File: config.mk
export PLATFORM = sky130hd
export DESIGN_NAME = imu_gyro_offset_calibrator
export DESIGN_NICKNAME = d
export VERILOG_FILES = /design/src/design/igoc_pkg.sv /design/src/design/igoc_axis_path.sv /design/src/design/igoc_divider.sv /design/src/design/imu_gyro_offset_calibrator.sv
export SDC_FILE = /design/constraint.sdc
export NUM_CORES = 2
export LEC_CHECK = 0
export BUFFER_PORTS_ARGS = -buffer_cell sky130_fd_sc_hd__clkbuf_2
export CAP_MARGIN = 20
export CORE_MARGIN = 8
export CORE_UTILIZATION = 65
export CTS_CLUSTER_DIAMETER = 60
export CTS_CLUSTER_SIZE = 8
export DETAILED_ROUTE_END_ITERATION = 16
export PLACE_DENSITY_LB_ADDON = 0.25
export SLEW_MARGIN = 15
export SYNTH_ARGS = -nofsm -noshare
export SYNTH_HDL_FRONTEND = slang
export SYNTH_SLANG_ARGS = --single-unit
File: constraint.sdc
create_clock -name clk -period 20.5 [get_ports clk]
set_input_delay 3.075 -clock clk [delete_from_list [all_inputs] [get_ports clk]]
set_output_delay 3.075 -clock clk [all_outputs]
set_load 0.01 [all_outputs]
File: src/design/igoc_pkg.sv
`timescale 1ns / 1ps
// Shared types, constants and helpers for the gyroscope offset calibrator.
// No dependencies; imported by every module of the block.
package igoc_pkg;

    localparam int AXIS_W     = 16;
    localparam int AXES       = 3;
    localparam int BYTES_W    = AXES * AXIS_W;
    localparam int CFG_ADDR_W = 2;

    // Configuration register indexes.
    localparam logic [CFG_ADDR_W-1:0] CFG_VALID    = 2'd0;
    localparam logic [CFG_ADDR_W-1:0] CFG_OFFSET_X = 2'd1;
    localparam logic [CFG_ADDR_W-1:0] CFG_OFFSET_Y = 2'd2;
    localparam logic [CFG_ADDR_W-1:0] CFG_OFFSET_Z = 2'd3;

    // Three 16-bit axes; element 0 is X.
    typedef logic [AXES-1:0][AXIS_W-1:0] vec3_t;

    // Handshake between the controller and the offset divider.
    typedef struct packed {
        logic start;
        logic ack;
    } div_req_t;

    // Split six big-endian bytes (X first) into three axes.
    function automatic vec3_t unpack3(input logic [BYTES_W-1:0] b);
        vec3_t v;
        v[0] = b[47:32];
        v[1] = b[31:16];
        v[2] = b[15:0];
        return v;
    endfunction

endpackage

File: src/design/igoc_axis_path.sv
`timescale 1ns / 1ps
// Gyroscope axis path: byte unpacking, offset subtraction and dead band.
// Depends on igoc_pkg.
module igoc_axis_path #(
    parameter int DEADBAND = 5
) (
    input  logic [igoc_pkg::BYTES_W-1:0] gyro_bytes,
    input  igoc_pkg::vec3_t              offsets,
    output igoc_pkg::vec3_t              gyro
);
    import igoc_pkg::*;

    localparam logic signed [AXIS_W-1:0] DB_POS = AXIS_W'(DEADBAND);
    localparam logic signed [AXIS_W-1:0] DB_NEG = -DB_POS;

    vec3_t raw;
    vec3_t diff;

    always_comb
    begin
        raw = unpack3(gyro_bytes);
        for (int i = 0; i < AXES; i++)
        begin
            // The subtraction wraps to 16 bits by design.
            diff[i] = raw[i] - offsets[i];
            if ($signed(diff[i]) < DB_POS && $signed(diff[i]) > DB_NEG)
                gyro[i] = '0;
            else
                gyro[i] = diff[i];
        end
    end

endmodule

File: src/design/igoc_divider.sv
`timescale 1ns / 1ps
// Three-stage divider of the calibration sums by SAMPLES, truncating toward zero,
// using a multiply by a reciprocal constant. Depends on igoc_pkg.
module igoc_divider #(
    parameter int SAMPLES = 200
) (
    input  logic                                                     clk,
    input  logic                                                     rst_n,
    input  igoc_pkg::div_req_t                                       req,
    input  logic [igoc_pkg::AXES-1:0][igoc_pkg::AXIS_W+$clog2(SAMPLES)-1:0] sums,
    output igoc_pkg::vec3_t                                          quot,
    output logic                                                     quot_valid
);
    import igoc_pkg::*;

    localparam int SUM_W   = AXIS_W + $clog2(SAMPLES);
    localparam int CLG     = $clog2(SAMPLES);
    localparam int SHIFT   = SUM_W + CLG;
    localparam int RECIP_W = SUM_W + 1;
    localparam int PROD_W  = SUM_W + RECIP_W;
    localparam int Q_W     = PROD_W - SHIFT;
    // Smallest m with m * SAMPLES >= 2^SHIFT; exact for magnitudes below 2^SUM_W.
    localparam logic [RECIP_W-1:0] RECIP =
        RECIP_W'(((64'd1 << SHIFT) + 64'(SAMPLES) - 64'd1) / 64'(SAMPLES));

    logic [AXES-1:0][SUM_W-1:0]  sum_reg;
    logic [AXES-1:0][SUM_W-1:0]  mag_reg;
    logic [AXES-1:0][PROD_W-1:0] prod_reg;
    logic [AXES-1:0]             neg2_reg;
    logic [AXES-1:0]             neg3_reg;
    logic                        v1_reg;
    logic                        v2_reg;
    logic                        v3_reg;
    logic                        v3_next;

    always_comb
    begin
        if (v2_reg)
            v3_next = 1'b1;
        else if (req.ack)
            v3_next = 1'b0;
        else
            v3_next = v3_reg;
    end

    always_ff @(posedge clk or negedge rst_n)
    begin
        if (!rst_n)
        begin
            v1_reg <= 1'b0;
            v2_reg <= 1'b0;
            v3_reg <= 1'b0;
        end
        else
        begin
            v1_reg <= req.start;
            v2_reg <= v1_reg;
            v3_reg <= v3_next;
        end
    end

    always_ff @(posedge clk)
    begin
        if (req.start)
            sum_reg <= sums;
        for (int i = 0; i < AXES; i++)
        begin
            if (v1_reg)
            begin
                neg2_reg[i] <= sum_reg[i][SUM_W-1];
                mag_reg[i]  <= sum_reg[i][SUM_W-1] ? (~sum_reg[i] + 1'b1) : sum_reg[i];
            end
            if (v2_reg)
            begin
                neg3_reg[i] <= neg2_reg[i];
                prod_reg[i] <= PROD_W'(mag_reg[i]) * PROD_W'(RECIP);
            end
        end
    end

    always_comb
    begin
        for (int i = 0; i < AXES; i++)
        begin
            logic [Q_W-1:0] q;
            q = prod_reg[i][PROD_W-1:SHIFT];
            if (neg3_reg[i])
                q = ~q + 1'b1;
            quot[i] = q[AXIS_W-1:0];
        end
    end

    assign quot_valid = v3_reg;

    // Only one division is ever in flight.
    assert property (@(posedge clk) disable iff (!rst_n)
        $countones({v1_reg, v2_reg, v3_reg}) <= 1)
        else $error("divider holds more than one division");

    assert property (@(posedge clk) disable iff (!rst_n)
        req.start |-> !(v1_reg || v2_reg || v3_reg))
        else $error("divider started while busy");

    assert property (@(posedge clk) disable iff (!rst_n)
        req.ack |-> v3_reg)
        else $error("quotient taken before it was ready");

endmodule

File: src/design/imu_gyro_offset_calibrator.sv
`timescale 1ns / 1ps
// Gyroscope offset calibrator: input register, axis path, calibration control, result register.
// One beat per cycle unless the output or divider stalls; a result passes through the input and
// result registers, and while it waits downstream the input register takes one more beat before
// the input stalls. The closing calibration beat stalls the input for the three-stage divider.
// Reset (rst_n, asynchronous, active low) empties both registers, clears the calibration
// state and sets all configuration registers to zero. Depends on igoc_pkg and the submodules.
module imu_gyro_offset_calibrator #(
    parameter int SAMPLES  = 200,
    parameter int DEADBAND = 5
) (
    input  logic                          clk,
    input  logic                          rst_n,
    input  logic                          s_tvalid,
    output logic                          s_tready,
    input  logic [95:0]                   s_tdata,  // accel_bytes, gyro_bytes
    output logic                          m_tvalid,
    input  logic                          m_tready,
    // accel_x, accel_y, accel_z, gyro_x, gyro_y, gyro_z, offset_x, offset_y, offset_z
    output logic [143:0]                  m_tdata,
    output logic [1:0]                    m_tuser,  // calibrating, calibration_done
    input  logic                          cfg_we,
    input  logic [igoc_pkg::CFG_ADDR_W-1:0] cfg_addr,
    input  logic [igoc_pkg::AXIS_W-1:0]   cfg_wdata
);
    import igoc_pkg::*;

    localparam int SUM_W = AXIS_W + $clog2(SAMPLES);
    localparam int CNT_W = $clog2(SAMPLES + 1);

    // Configuration registers.
    logic  cfg_valid_reg;
    vec3_t cfg_off_reg;

    // Calibration state.
    logic                      started_reg;
    logic                      valid_reg;
    vec3_t                     off_reg;
    logic [AXES-1:0][SUM_W-1:0] sum_reg;
    logic [CNT_W-1:0]          cnt_reg;

    // Input and result registers.
    logic        in_valid_reg;
    logic [95:0] in_data_reg;
    logic        launched_reg;
    logic        out_valid_reg;
    logic [143:0] out_data_reg;
    logic [1:0]  out_user_reg;

    logic                      eff_valid;
    vec3_t                     eff_off;
    vec3_t                     acc;
    vec3_t                     gyr;
    vec3_t                     quot;
    logic                      quot_valid;
    logic                      cal;
    logic                      first;
    logic                      last;
    logic [CNT_W-1:0]          cnt_cur;
    logic [AXES-1:0][SUM_W-1:0] sum_new;
    vec3_t                     off_next;
    logic [CNT_W-1:0]          cnt_next;
    logic                      out_space;
    logic                      advance;
    div_req_t                  div_req;

    always_ff @(posedge clk or negedge rst_n)
    begin
        if (!rst_n)
        begin
            cfg_valid_reg <= 1'b0;
            cfg_off_reg   <= '0;
        end
        else if (cfg_we)
        begin
            unique case (cfg_addr)
                CFG_VALID:    cfg_valid_reg  <= cfg_wdata[0];
                CFG_OFFSET_X: cfg_off_reg[0] <= cfg_wdata;
                CFG_OFFSET_Y: cfg_off_reg[1] <= cfg_wdata;
                CFG_OFFSET_Z: cfg_off_reg[2] <= cfg_wdata;
            endcase
        end
    end

    // Before the first beat the configuration stands in for the state.
    assign eff_valid = started_reg ? valid_reg : cfg_valid_reg;
    assign eff_off   = started_reg ? off_reg : cfg_off_reg;

    assign acc = unpack3(in_data_reg[47:0]);

    igoc_axis_path #(
        .DEADBAND (DEADBAND)
    ) u_axis_path (
        .gyro_bytes (in_data_reg[95:48]),
        .offsets    (eff_off),
        .gyro       (gyr)
    );

    always_comb
    begin
        cal     = !eff_valid;
        first   = cal && (cnt_reg == '0);
        cnt_cur = first ? CNT_W'(1) : cnt_reg;
        last    = cal && (cnt_cur == CNT_W'(SAMPLES));
        for (int i = 0; i < AXES; i++)
            sum_new[i] = (first ? '0 : sum_reg[i]) + SUM_W'($signed(gyr[i]));

        // The first calibration beat is corrected with the old offsets, then they are zeroed.
        if (last)
            off_next = quot;
        else if (first)
            off_next = '0;
        else
            off_next = eff_off;

        if (last)
            cnt_next = '0;
        else if (cal)
            cnt_next = CNT_W'(cnt_cur + 1'b1);
        else
            cnt_next = cnt_reg;
    end

    assign out_space     = !out_valid_reg || m_tready;
    assign advance       = in_valid_reg && out_space && (!last || quot_valid);
    assign div_req.start = in_valid_reg && last && !launched_reg;
    assign div_req.ack   = advance && last;
    assign s_tready      = !in_valid_reg || advance;

    igoc_divider #(
        .SAMPLES (SAMPLES)
    ) u_divider (
        .clk        (clk),
        .rst_n      (rst_n),
        .req        (div_req),
        .sums       (sum_new),
        .quot       (quot),
        .quot_valid (quot_valid)
    );

    always_ff @(posedge clk or negedge rst_n)
    begin
        if (!rst_n)
        begin
            started_reg   <= 1'b0;
            valid_reg     <= 1'b0;
            off_reg       <= '0;
            sum_reg       <= '0;
            cnt_reg       <= '0;
            in_valid_reg  <= 1'b0;
            launched_reg  <= 1'b0;
            out_valid_reg <= 1'b0;
        end
        else
        begin
            if (s_tvalid && s_tready)
                in_valid_reg <= 1'b1;
            else if (advance)
                in_valid_reg <= 1'b0;

            if (advance)
                launched_reg <= 1'b0;
            else if (div_req.start)
                launched_reg <= 1'b1;

            if (advance)
                out_valid_reg <= 1'b1;
            else if (m_tready)
                out_valid_reg <= 1'b0;

            if (advance)
            begin
                started_reg <= 1'b1;
                valid_reg   <= eff_valid || last;
                off_reg     <= off_next;
                cnt_reg     <= cnt_next;
                if (cal)
                    sum_reg <= sum_new;
            end
        end
    end

    always_ff @(posedge clk)
    begin
        if (s_tvalid && s_tready)
            in_data_reg <= s_tdata;
        if (advance)
        begin
            out_data_reg <= {off_next, gyr, acc};
            out_user_reg <= {last, cal};
        end
    end

    assign m_tvalid = out_valid_reg;
    assign m_tdata  = out_data_reg;
    assign m_tuser  = out_user_reg;

    assert property (@(posedge clk) disable iff (!rst_n)
        (out_valid_reg && out_user_reg[1]) |-> out_user_reg[0])
        else $error("calibration done on a beat that was not calibrating");

    assert property (@(posedge clk) disable iff (!rst_n)
        (advance && last) |=> (valid_reg && cnt_reg == '0))
        else $error("offsets not marked valid after calibration");

    assert property (@(posedge clk) disable iff (!rst_n)
        launched_reg |-> in_valid_reg)
        else $error("division running without a held beat");

    assert property (@(posedge clk) disable iff (!rst_n)
        cnt_reg <= CNT_W'(SAMPLES))
        else $error("sample count beyond the calibration length");

endmodule
==> metrics.txt <==
outcome=completed; worst vdd ir=about 0.12 mV; first-pass GRT wire length=221 mm; IO Pins=~270; Detailed Place HPWL=112 mm; fin area=61,900 µm²; top cells by area, synth=edfxtp_1, fa_1, ha_1; Slew @ Worst Pin=1.12 ns; period utilisation layout=39.7%; min Tclk post-route=8.13 ns; fmax=0.123 GHz; Worst R2R Start=u_divider.mag_reg[55]; H-tree levels=3; top cell type's share of synthesized area=23.4%; Hold Path Class=flip-flop to flip-flop; Synth Instances=between 4,000 and 5,000; top cells by count, synth=inv_1, ha_1, fa_1; worst hold slack=0.411 ns; critical path endpoint=u_divider.prod_reg[145]; DR pass1 iterations=6; Area Growth Syn to Fin=9.62%; Leakage=30.2 nW; max FFs per register=144; clock skew=0.0670 ns; final setup violation count=0; setup TNS=0 ns; area of the multi-input gates=35,000 µm²; via count=37,600; Die W=approximately 310 µm; initial antenna violation count=8; CP Capture Type=flip-flop; R2R depth=23; total congestion overflow=0; maximum buffer depth of the clock tree=3; hold buffer count at cts=0; post-cts sizing count=0; CTS Root Buffer Type=clkbuf_16; FFs w/ async S/R, synth=between 20 and 30%; Fill cells=6,028; total power=0.00535 W; Max Slew Vio Count=0; crit path kind=flip-flop to flip-flop; CP Max Fanout=8; Max-slew headroom=between 20% and 30%; Std-Cell Core Area=approximately 86,000 µm²; worst skew pair latency=between 0.6 and 0.7 ns; clock slew at reported path FFs=0.05 ns; Site Rows=108; Max Cap Viol=0; routed vias/inst=about 5.8; final RePlAce weighted congestion=between 0.9 and 1; Top FF cell, synth=edfxtp_1; sequential-to-total area share from yosys stat=31.6%; syn nets=6,575; Data required, critical path=20.87 ns; Die ar.=96,500 µm²; startpoint types=flip-flop; CP startpoint=u_divider.mag_reg[55]; Final Hold Vio Count=0; dpl cell area=59,100 µm²; clk sinks=between 600 and 700; post-route ant nets=0; Mean Syn Cell Area=11.3 µm²; unrepaired setup endpoints after global routing=false; Critical Path AT=8.50 ns; RR Endpoint=u_divider.prod_reg[145]; Cell variety after synth=between 70 and 80; Yosys top cell by area=edfxtp_1; Post-synth EDFFs=440; CTS tree=built; DR iter-0 viols=2,872; pwr/cell area=86.5 nW/µm²; Inserted Clock Buffers=89; postcts setup bufs=0; synthesized area=between 50,000 and 60,000 µm²; Overall Global Routing Usage=29.0%; final WL=approximately 140 mm; wire per inst=21.4 µm; vias in the first global route=39,600; largest net degree at the start of global routing=123; most numerous cell in the Yosys netlist=inv_1; layout cells sized above 1=a little under a tenth; register area=17,800 µm²; Initial Util=roughly 65%; Yosys warning total=0; Die H=311 µm; Reg2Reg Setup Slack=around 12 ns; post-synthesis register bit count=625; PortBufs=266; DRC errors left=0; fin nets=6,882
-- placed cells by master, fill, tap and decap left out, types with 113 or more instances in the layout --
master    instances
inv_1           898
ha_1            868
fa_1            606
edfxtp_1        440
nand2_1         401
clkbuf_2        265
xnor2_1         186
dfrtp_1         182
nor2_1          155
a21oi_1         138
o21ai_0         113
-- layer usage --
metal  track usage [%]  vias to the layer above  wire (µm)
li1                  -                    17300          -
met1              40.2                    18700      59400
met2              45.8                     1396      63700
met3              6.87                      220      12200
met4              8.30                        4       3970
met5                 0                        -         27
-- logic make-up after synthesis --
group | after synthesis | synth area share, %
fa+ha+maj | 1474 | 40.7
buf+inv | 964 | 6.43
simple gates | 922 | 7.68
flops | 625 | 31.6
compound gates | 584 | 6.64
xor+xnor | 281 | 4.36
mux | 132 | 2.53
-- area by class of cell --
type | count | share of cell area (%)
antenna | 5 | 0.0202
clock buffer | 153 | 4.04
clock inverter | 9 | 0.344
inverter | 899 | 5.47
multi-input combinational | 3393 | 56.6
sequential | 625 | 28.9
tap | 1155 | 2.34
timing repair buffer | 281 | 2.38
-- worst min path at each step --
stage / cells after the start / startpoint / endpoint
3_5_place_dp: 0 / in_data_reg[11] / m_tdata[43]
5_1_grt: 0 / in_data_reg[40] / m_tdata[8]
6_report: 0 / in_data_reg[40] / m_tdata[8]
4_1_cts: 0 / in_data_reg[40] / m_tdata[8]
2_1_floorplan: 0 / in_data_reg[32] / m_tdata[0]
3_3_place_gp: 0 / in_data_reg[32] / m_tdata[0]
-- worst max-delay path: stages (launching register included) --
cell       delay, ns
edfxtp_1        0.55
inv_1           0.16
fa_1            0.52
inv_1           0.08
fa_1            0.51
inv_1           0.05
fa_1            0.47
inv_1           0.05
fa_1            0.49
fa_1            0.51
fa_1            0.49
inv_1           0.05
fa_1            0.47
inv_1           0.05
ha_1            0.28
and4_1          0.27
nand4_1         0.13
a211oi_1        0.69
nor4b_1         0.20
o41ai_1         0.58
a2111oi_0       0.28
o311ai_0        0.62
a21oi_1         0.18
xnor2_1         0.16
-- metrics by stage --
stage / setup WS [ns] / std cells / utilization [%]
floorplan: 12.02 / 4982 / -
global placement: 12.72 / 6352 / 68.5
detailed placement: 12.44 / 6352 / 68.5
CTS: 12.40 / 6514 / 71.6
global route: 11.73 / 6519 / 71.6
finish: 12.37 / 6520 / 71.6
-- where the power goes --
| group | internal (W) | switching (W) |
|---|---|---|
| combinational | 0.000826 | 0.00131 |
| clock | 0.000842 | 0.000563 |
| sequential | 0.00169 | 0.000115 |
Power figures use the tool's default switching activity.
